### config.mk
export PLATFORM = sky130hd
export DESIGN_NAME = renamed_register_file_core
export DESIGN_NICKNAME = d
export VERILOG_FILES = /design/src/rtl/core/renreg_pkg.sv /design/src/rtl/core/renamed_register_file_core.sv
export SDC_FILE = /design/constraint.sdc
export NUM_CORES = 2
export LEC_CHECK = 0
export BUFFER_PORTS_ARGS = -buffer_cell sky130_fd_sc_hd__buf_2
export CAP_MARGIN = 20
export CORE_MARGIN = 2
export CORE_UTILIZATION = 25
export CTS_CLUSTER_SIZE = 12
export DETAILED_ROUTE_END_ITERATION = 8
export GPL_TIMING_DRIVEN = 0
export PLACE_DENSITY = 0.44
export SYNTH_ARGS = -nofsm -noshare
export SYNTH_HDL_FRONTEND = slang
export SYNTH_SLANG_ARGS = --single-unit
### constraint.sdc
create_clock -name clock -period 11 [get_ports clock]
set_clock_uncertainty 0.1 [all_clocks]
set_input_delay 0 -clock clock [delete_from_list [all_inputs] [get_ports clock]]
set_output_delay 0 -clock clock [all_outputs]
set_load 0.01 [all_outputs]
### src/rtl/core/renreg_pkg.sv
// Package for the renamed register file core: sizes, request and response layouts.
// Used by renamed_register_file_core; depends on nothing.
`default_nettype none

package renreg_pkg;

   localparam int NUM_REGS    = 32;
   localparam int TAG_COUNT   = 16;
   localparam int REG_IDX_W   = $clog2(NUM_REGS);
   localparam int TAG_W       = $clog2(TAG_COUNT);
   localparam int REG_FIELD_W = 5;
   localparam int CTAG_W      = 4;
   localparam int RTAG_W      = 5;
   localparam int DATA_W      = 32;
   localparam int REQ_BITS    = 65;
   localparam int RSP_BITS    = 143;
   localparam int REQ_TDATA_W = ((REQ_BITS + 7) / 8) * 8;
   localparam int RSP_TDATA_W = ((RSP_BITS + 7) / 8) * 8;

   localparam logic [RTAG_W-1:0] NO_TAG = '1;

   // first field in the lowest bits, so declared last
   typedef struct packed {
      logic [REQ_TDATA_W-REQ_BITS-1:0] pad;
      logic [REG_FIELD_W-1:0]          read_reg_b;
      logic [REG_FIELD_W-1:0]          read_reg_a;
      logic                            flush;
      logic signed [RTAG_W-1:0]        rename_tag;
      logic [REG_FIELD_W-1:0]          rename_reg;
      logic                            rename_valid;
      logic [CTAG_W-1:0]               commit_tag;
      logic signed [DATA_W-1:0]        commit_value;
      logic [REG_FIELD_W-1:0]          commit_reg;
      logic                            commit_is_store;
      logic                            commit_valid;
   } req_type;

   typedef struct packed {
      logic [RSP_TDATA_W-RSP_BITS-1:0] pad;
      logic [CTAG_W-1:0]               store_tag;
      logic signed [DATA_W-1:0]        store_data;
      logic signed [DATA_W-1:0]        store_passed_value;
      logic                            store_valid;
      logic signed [RTAG_W-1:0]        read_tag_b;
      logic signed [DATA_W-1:0]        read_value_b;
      logic signed [RTAG_W-1:0]        read_tag_a;
      logic signed [DATA_W-1:0]        read_value_a;
   } rsp_type;

   function automatic logic idx_ok(input logic [REG_FIELD_W-1:0] r);
      return (r != '0) && (32'(r) < NUM_REGS);
   endfunction

endpackage

`default_nettype wire

### src/rtl/core/renamed_register_file_core.sv
// Renamed register file core: register values with a reorder-buffer tag per register.
// Depends on renreg_pkg.
// Input stage, then response register; one request per cycle sustained unless the
// output stalls, set by tag update and RAM ports (read at accept, write on update).
// Reset (synchronous, active high) empties the pipeline, marks every value as zero and
// every tag as no producer; no clearing pass is needed.
`default_nettype none

module renamed_register_file_core
   import renreg_pkg::*;
(
   input  wire logic                   clock,
   input  wire logic                   reset,
   input  wire logic                   req_tvalid,
   output logic                        req_tready,
   // commit_valid, commit_is_store, commit_reg, commit_value, commit_tag, rename_valid,
   // rename_reg, rename_tag, flush, read_reg_a, read_reg_b, zero pad
   input  wire logic [REQ_TDATA_W-1:0] req_tdata,
   output logic                        rsp_tvalid,
   input  wire logic                   rsp_tready,
   // read_value_a, read_tag_a, read_value_b, read_tag_b, store_valid,
   // store_passed_value, store_data, store_tag, zero pad
   output logic [RSP_TDATA_W-1:0]      rsp_tdata
);

   req_type                    req;
   req_type                    s1_ff;
   logic                       s1_valid_ff;
   rsp_type                    rsp_ff;
   rsp_type                    rsp_in;
   logic                       rsp_valid_ff;
   logic                       advance;
   logic                       accept;

   logic [DATA_W-1:0]          mem_ab_ff [NUM_REGS];
   logic [DATA_W-1:0]          mem_c_ff  [NUM_REGS];
   logic [NUM_REGS-1:0]        written_ff;
   logic [DATA_W-1:0]          rd_a_ff, rd_b_ff, rd_c_ff;
   logic                       ok_a_ff, ok_b_ff, ok_c_ff;

   logic                       wr_en;
   logic [REG_IDX_W-1:0]       wr_addr;
   logic [REG_IDX_W-1:0]       ra_idx, rb_idx, rc_idx;

   logic [NUM_REGS-1:0]        tag_vld_ff, tag_vld_in;
   logic [TAG_W-1:0]           tag_ff [NUM_REGS];
   logic [TAG_W-1:0]           tag_in [NUM_REGS];
   logic                       rename_hit;
   logic                       rename_ok;
   logic [REG_IDX_W-1:0]       s1_ra, s1_rb, s1_cr, s1_rr;

   assign req        = req_type'(req_tdata);
   assign advance    = s1_valid_ff && (!rsp_valid_ff || rsp_tready);
   assign req_tready = !s1_valid_ff || advance;
   assign accept     = req_tvalid && req_tready;

   assign s1_ra = s1_ff.read_reg_a[REG_IDX_W-1:0];
   assign s1_rb = s1_ff.read_reg_b[REG_IDX_W-1:0];
   assign s1_cr = s1_ff.commit_reg[REG_IDX_W-1:0];
   assign s1_rr = s1_ff.rename_reg[REG_IDX_W-1:0];

   assign wr_en   = advance && s1_ff.commit_valid && !s1_ff.commit_is_store
                    && idx_ok(s1_ff.commit_reg);
   assign wr_addr = s1_cr;
   assign ra_idx  = req.read_reg_a[REG_IDX_W-1:0];
   assign rb_idx  = req.read_reg_b[REG_IDX_W-1:0];
   assign rc_idx  = req.commit_reg[REG_IDX_W-1:0];

   // value RAMs: two copies, same writes
   always_ff @(posedge clock) begin
      if (wr_en) begin
         mem_ab_ff[wr_addr] <= s1_ff.commit_value;
         mem_c_ff[wr_addr]  <= s1_ff.commit_value;
      end
      if (accept) begin
         rd_a_ff <= mem_ab_ff[ra_idx];
         rd_b_ff <= mem_ab_ff[rb_idx];
         rd_c_ff <= mem_c_ff[rc_idx];
      end
   end

   // read data bypass flags for a write landing at the same edge
   logic byp_a_ff, byp_b_ff, byp_c_ff;
   logic [DATA_W-1:0] byp_val_ff;

   always_ff @(posedge clock) begin
      if (reset) begin
         written_ff <= '0;
      end else if (wr_en) begin
         written_ff[wr_addr] <= 1'b1;
      end
      if (accept) begin
         byp_a_ff   <= wr_en && (wr_addr == ra_idx);
         byp_b_ff   <= wr_en && (wr_addr == rb_idx);
         byp_c_ff   <= wr_en && (wr_addr == rc_idx);
         byp_val_ff <= s1_ff.commit_value;
         ok_a_ff    <= idx_ok(req.read_reg_a) && (written_ff[ra_idx] || (wr_en && wr_addr == ra_idx));
         ok_b_ff    <= idx_ok(req.read_reg_b) && (written_ff[rb_idx] || (wr_en && wr_addr == rb_idx));
         ok_c_ff    <= idx_ok(req.commit_reg) && (written_ff[rc_idx] || (wr_en && wr_addr == rc_idx));
      end
   end

   always_ff @(posedge clock) begin
      if (reset) begin
         s1_valid_ff <= 1'b0;
      end else if (accept) begin
         s1_valid_ff <= 1'b1;
      end else if (advance) begin
         s1_valid_ff <= 1'b0;
      end
      if (accept) begin
         s1_ff <= req;
      end
   end

   // tag table update: commit clear, rename, flush
   assign rename_hit = s1_ff.rename_valid && idx_ok(s1_ff.rename_reg);
   assign rename_ok  = !s1_ff.rename_tag[RTAG_W-1]
                       && (32'(unsigned'(s1_ff.rename_tag)) < TAG_COUNT);

   always_comb begin
      for (int i = 0; i < NUM_REGS; i++) begin
         tag_vld_in[i] = tag_vld_ff[i];
         tag_in[i]     = tag_ff[i];
         if (s1_ff.commit_valid && tag_vld_ff[i]
             && (32'(tag_ff[i]) == 32'(s1_ff.commit_tag))) begin
            tag_vld_in[i] = 1'b0;
         end
         if (rename_hit && (s1_rr == REG_IDX_W'(i))) begin
            tag_vld_in[i] = rename_ok;
            tag_in[i]     = s1_ff.rename_tag[TAG_W-1:0];
         end
         if (s1_ff.flush) begin
            tag_vld_in[i] = 1'b0;
         end
      end
   end

   always_ff @(posedge clock) begin
      if (reset) begin
         tag_vld_ff <= '0;
      end else if (advance) begin
         tag_vld_ff <= tag_vld_in;
      end
      if (advance) begin
         tag_ff <= tag_in;
      end
   end

   // response
   logic [DATA_W-1:0] val_a, val_b, val_c;
   logic              own_a, own_b;

   always_comb begin
      val_a = byp_a_ff ? byp_val_ff : rd_a_ff;
      val_b = byp_b_ff ? byp_val_ff : rd_b_ff;
      val_c = byp_c_ff ? byp_val_ff : rd_c_ff;
      own_a = s1_ff.commit_valid && !s1_ff.commit_is_store && idx_ok(s1_ff.commit_reg)
              && (s1_cr == s1_ra) && idx_ok(s1_ff.read_reg_a);
      own_b = s1_ff.commit_valid && !s1_ff.commit_is_store && idx_ok(s1_ff.commit_reg)
              && (s1_cr == s1_rb) && idx_ok(s1_ff.read_reg_b);

      rsp_in = '0;
      rsp_in.read_value_a = own_a ? s1_ff.commit_value : (ok_a_ff ? val_a : '0);
      rsp_in.read_value_b = own_b ? s1_ff.commit_value : (ok_b_ff ? val_b : '0);
      rsp_in.read_tag_a   = (idx_ok(s1_ff.read_reg_a) && tag_vld_in[s1_ra])
                            ? {{(RTAG_W-TAG_W){1'b0}}, tag_in[s1_ra]} : NO_TAG;
      rsp_in.read_tag_b   = (idx_ok(s1_ff.read_reg_b) && tag_vld_in[s1_rb])
                            ? {{(RTAG_W-TAG_W){1'b0}}, tag_in[s1_rb]} : NO_TAG;
      if (s1_ff.commit_valid && s1_ff.commit_is_store) begin
         rsp_in.store_valid        = 1'b1;
         rsp_in.store_passed_value = s1_ff.commit_value;
         rsp_in.store_data         = ok_c_ff ? val_c : '0;
         rsp_in.store_tag          = s1_ff.commit_tag;
      end
   end

   always_ff @(posedge clock) begin
      if (reset) begin
         rsp_valid_ff <= 1'b0;
      end else if (advance) begin
         rsp_valid_ff <= 1'b1;
      end else if (rsp_tready) begin
         rsp_valid_ff <= 1'b0;
      end
      if (advance) begin
         rsp_ff <= rsp_in;
      end
   end

   assign rsp_tvalid = rsp_valid_ff;
   assign rsp_tdata  = RSP_TDATA_W'(rsp_ff);

   // register zero never carries a producer tag
   a_reg0_untagged: assert property (@(posedge clock) disable iff (reset)
      !tag_vld_ff[0])
      else $error("register zero holds a tag");

   a_flush_clears: assert property (@(posedge clock) disable iff (reset)
      advance && s1_ff.flush |=> tag_vld_ff == '0)
      else $error("tags survive a flush");

   a_rsp_from_stage: assert property (@(posedge clock) disable iff (reset)
      $rose(rsp_tvalid) |-> $past(advance))
      else $error("response raised without a request leaving the input stage");

endmodule

`default_nettype wire
==> qor.yml <==
status: "completed"
ir_drop_uv: 115.4
fin_setup_tns_ns: 0
vias: 58660
routed_wl_um: 420800
criticalPathCategory: "in -> reg"
crit_fanout: 10
root_buffer: "clkbuf_16"
rsz0062_at_grt: "false"
drtIter0Drc: 9357
synth_cells: 4931
end_kind: "flop"
clock_path_buffers: 4
pre_cts_ws_ns: 5.295
ant_nets: 0
port_buffers: 212
vias_per_cell: 5.717
dp_cells: 9741
wl_per_cell_um: 41.00
grt_pass1_vias: 56370
slew_headroom_pct: 6.009
yosys.area.top_type: "edfxtp_1"
synth-edff-count: 1494
cts_tree: "done"
yosys.area_share.adder_pct: 0
clk_latency_ns: 0.92
numCtsBuffers: 196
grt_pass1_wl_um: 545500
synth_compound_area_share_pct: 4.953
dieArea_sq_um: 332000
ys.flop_type: "edfxtp_1"
setup_violations: 0
start_kind: "primary input"
htree_levels: 4
synth.avg_cell_area_sq_um: 16.60
p_leak_nw: 33.37
core_area_sq_um: 326600
syn2layout_area_growth_pct: 23.28
synthXorXnorAreaFrac_pct: 1.616
required_ns: 11.46
ys_async_sr_fraction_pct: 0
synthMuxAreaShare_pct: 30.18
globalRouteMet1Util_pct: 32.86
fin_crit_sh_pct: 50.59
synthesis.area_sq_um: 81840
finalNonFillerCells: 10260
drc: 0
power_per_cell_area_nw_per_um2: 152.3
path_cells: "dlygate4sd3_1 > buf_2 > clkbuf_1 > buf_2 > buf_2 > buf_4 > buf_2 > buf_2 > mux2i_1 > o221ai_1 > a221oi_1 > nor2_1"
cpPeakStageDelay_ns: 1.11
p_total_w: 0.01537
overflow: 0
die_x_um: 576.2
layout-drive-gt1-share_pct: 34.73
cts_sinks: 1560
drv_slew: 0
n_fill_cell: 32040
first_pass_iters: 6
cp.arrival_ns: 6.03
synth_seq_area_share_pct: 56.43
layout.nets: 5812
hold_class: "in -> reg"
final_cell_mix: "edfxtp_1 (1,494), mux4_2 (858), buf_2 (309), mux2i_1 (293), nand2_1 (283)"
crit_top_cell: "buf_2"
tightest_slew_ns: 1.410
synth.top_cell.area_share_pct: 54.82
setup_ws_ns: 5.435
synth_cell_types: 98
synth_top_family_by_area: "multiplexers"
die_h_um: 576.2
cts_setup_buffers: 0
start_util_pct: 25.06
max-cap-violations: 0
yosys.area_share.simple_pct: 4.056
met3_usage_pct: 8.252
layout_commonest_cell: "edfxtp_1"
period_needed_ns: 5.565
gr-usage-met2_pct: 35.45
fmax_mhz: 179.7
ys.warnings.count: 0
ys_ff_latch: 1560
busiest_layer: "met2"
post_cts_resized: 0
finalHoldViolations: 0
globalplace.congestion: 0.9527
clk_pin_slew_ns: 0.06
grt_max_degree: 63
dp_hpwl_um: 307600
grt_util_all_layers_pct: 24.73
synth_area_leaders: "edfxtp_1 (55%), mux4_2 (24%), mux2i_1 (3.6%), mux2_2 (3.0%), dfxtp_1 (1.6%)"
antenna_found_initial: 44
crit_path_top_delay_cell: "a221oi_1"
rows: 210
ios: 222
-- through the flow --
step	hold WS, ns	cell area (sq um)	utilization (%)
after floorplan	-0.001131	81960	-
after CTS	0.03651	100800	30.86
final	0.04970	100900	30.89
after detailed placement	0.07809	93090	28.50
after global routing	0.06479	100900	30.88
after global placement	0.07755	88460	27.09
-- synthesized netlist by cell type, types with 6 or more instances --
cell       instances
o2111ai_1          8
o211ai_1          28
o22ai_1           63
mux2_2           217
o221ai_1          52
a21oi_1          113
a211o_1           22
a221oi_1          46
buf_6              6
a22oi_1           16
xnor2_1           73
a31oi_1           23
nand2b_1          17
or3_1             11
a221o_1           10
o21ba_2            9
inv_1            114
buf_4             21
nor2_1           222
mux2i_1          293
o21ai_0           95
buf_2             49
nor3_1            31
xor2_1            78
nand3_1           43
edfxtp_1        1494
and3_1            38
nor2b_1            8
dfxtp_1           66
a211oi_1          35
mux4_2           858
nor4_1            15
clkbuf_1         268
nand2_1          283
buf_1             88
-- final timing paths --
kind | startpoint | to | depth (start not counted) | slack [ns]
setup reg to reg | s1_ra[1]$_DFFE_PP_ | rsp_tdata[32]$_SDFFCE_PN1P_ | 8 | 5.88
setup / recovery | req_tdata[55] | rd_a_ff[13]$_DFFE_PP_ | 12 | 5.43
hold / removal | req_tdata[63] | s1_rb[3]$_DFFE_PP_ | 2 | 0.05
hold reg to reg | tag_vld_ff[31]$_SDFFE_PP0P_ | tag_vld_ff[31]$_SDFFE_PP0P_ | 2 | 0.36
-- kinds of logic (layout without fill, tap and decap cells) --
logic type      Yosys count  after routing
buf+inv                 552           1486
mux                    1368           1368
simple gates            718            718
other cells               1             52
flops                  1560           1560
compound gates          581            581
xor+xnor                151            151
-- flip-flops by register name (all words and copies together), names as in the netlist, 45 cells and up --
signal / cells
mem_c_ff: 992
tag_ff: 128
rsp_tdata: 143
s1_ff: 45
-- routing by layer --
| metal | wire (um) | up-vias |
|---|---|---|
| met5 | 126 | - |
| met2 | 176300 | 4405 |
| met1 | 166800 | 31300 |
| met3 | 51490 | 873 |
| met4 | 26150 | 16 |
| li1 | - | 22070 |
-- cell type report --
type                       count  area [sq um]  area share (%)
clock inverter               114          1105           1.095
sequential                  1560         46180           45.77
antenna                       19         47.55         0.04712
timing repair buffer         575          6754           6.694
tap                         4346          5438           5.389
multi-input combinational   2851         33770           33.47
buffer                       433          1942           1.925
clock buffer                 245          5213           5.166
inverter                     119         446.7          0.4427
-- timing repair --
action                                 CTS  global route
setup endpoints to repair                0             0
hold buffers                           137             0
endpoints found under the hold margin  146             0
-- critical path, delay by kind of cell --
kind            cells  cell delay, ns
compound gates      2            1.25
buf+inv             8            4.19
simple gates        1            0.20
mux                 1            0.30
-- report_power, final --
group / switching [W] / total (W) / internal [W] / leakage, nW
clock network: 0.00283 / 0.00660 / 0.00377 / 3.10
registers: 0.0000962 / 0.00675 / 0.00665 / 14.2
logic: 0.00131 / 0.00203 / 0.000719 / 16.0
Note: power is estimated with default switching activity, not from simulation.
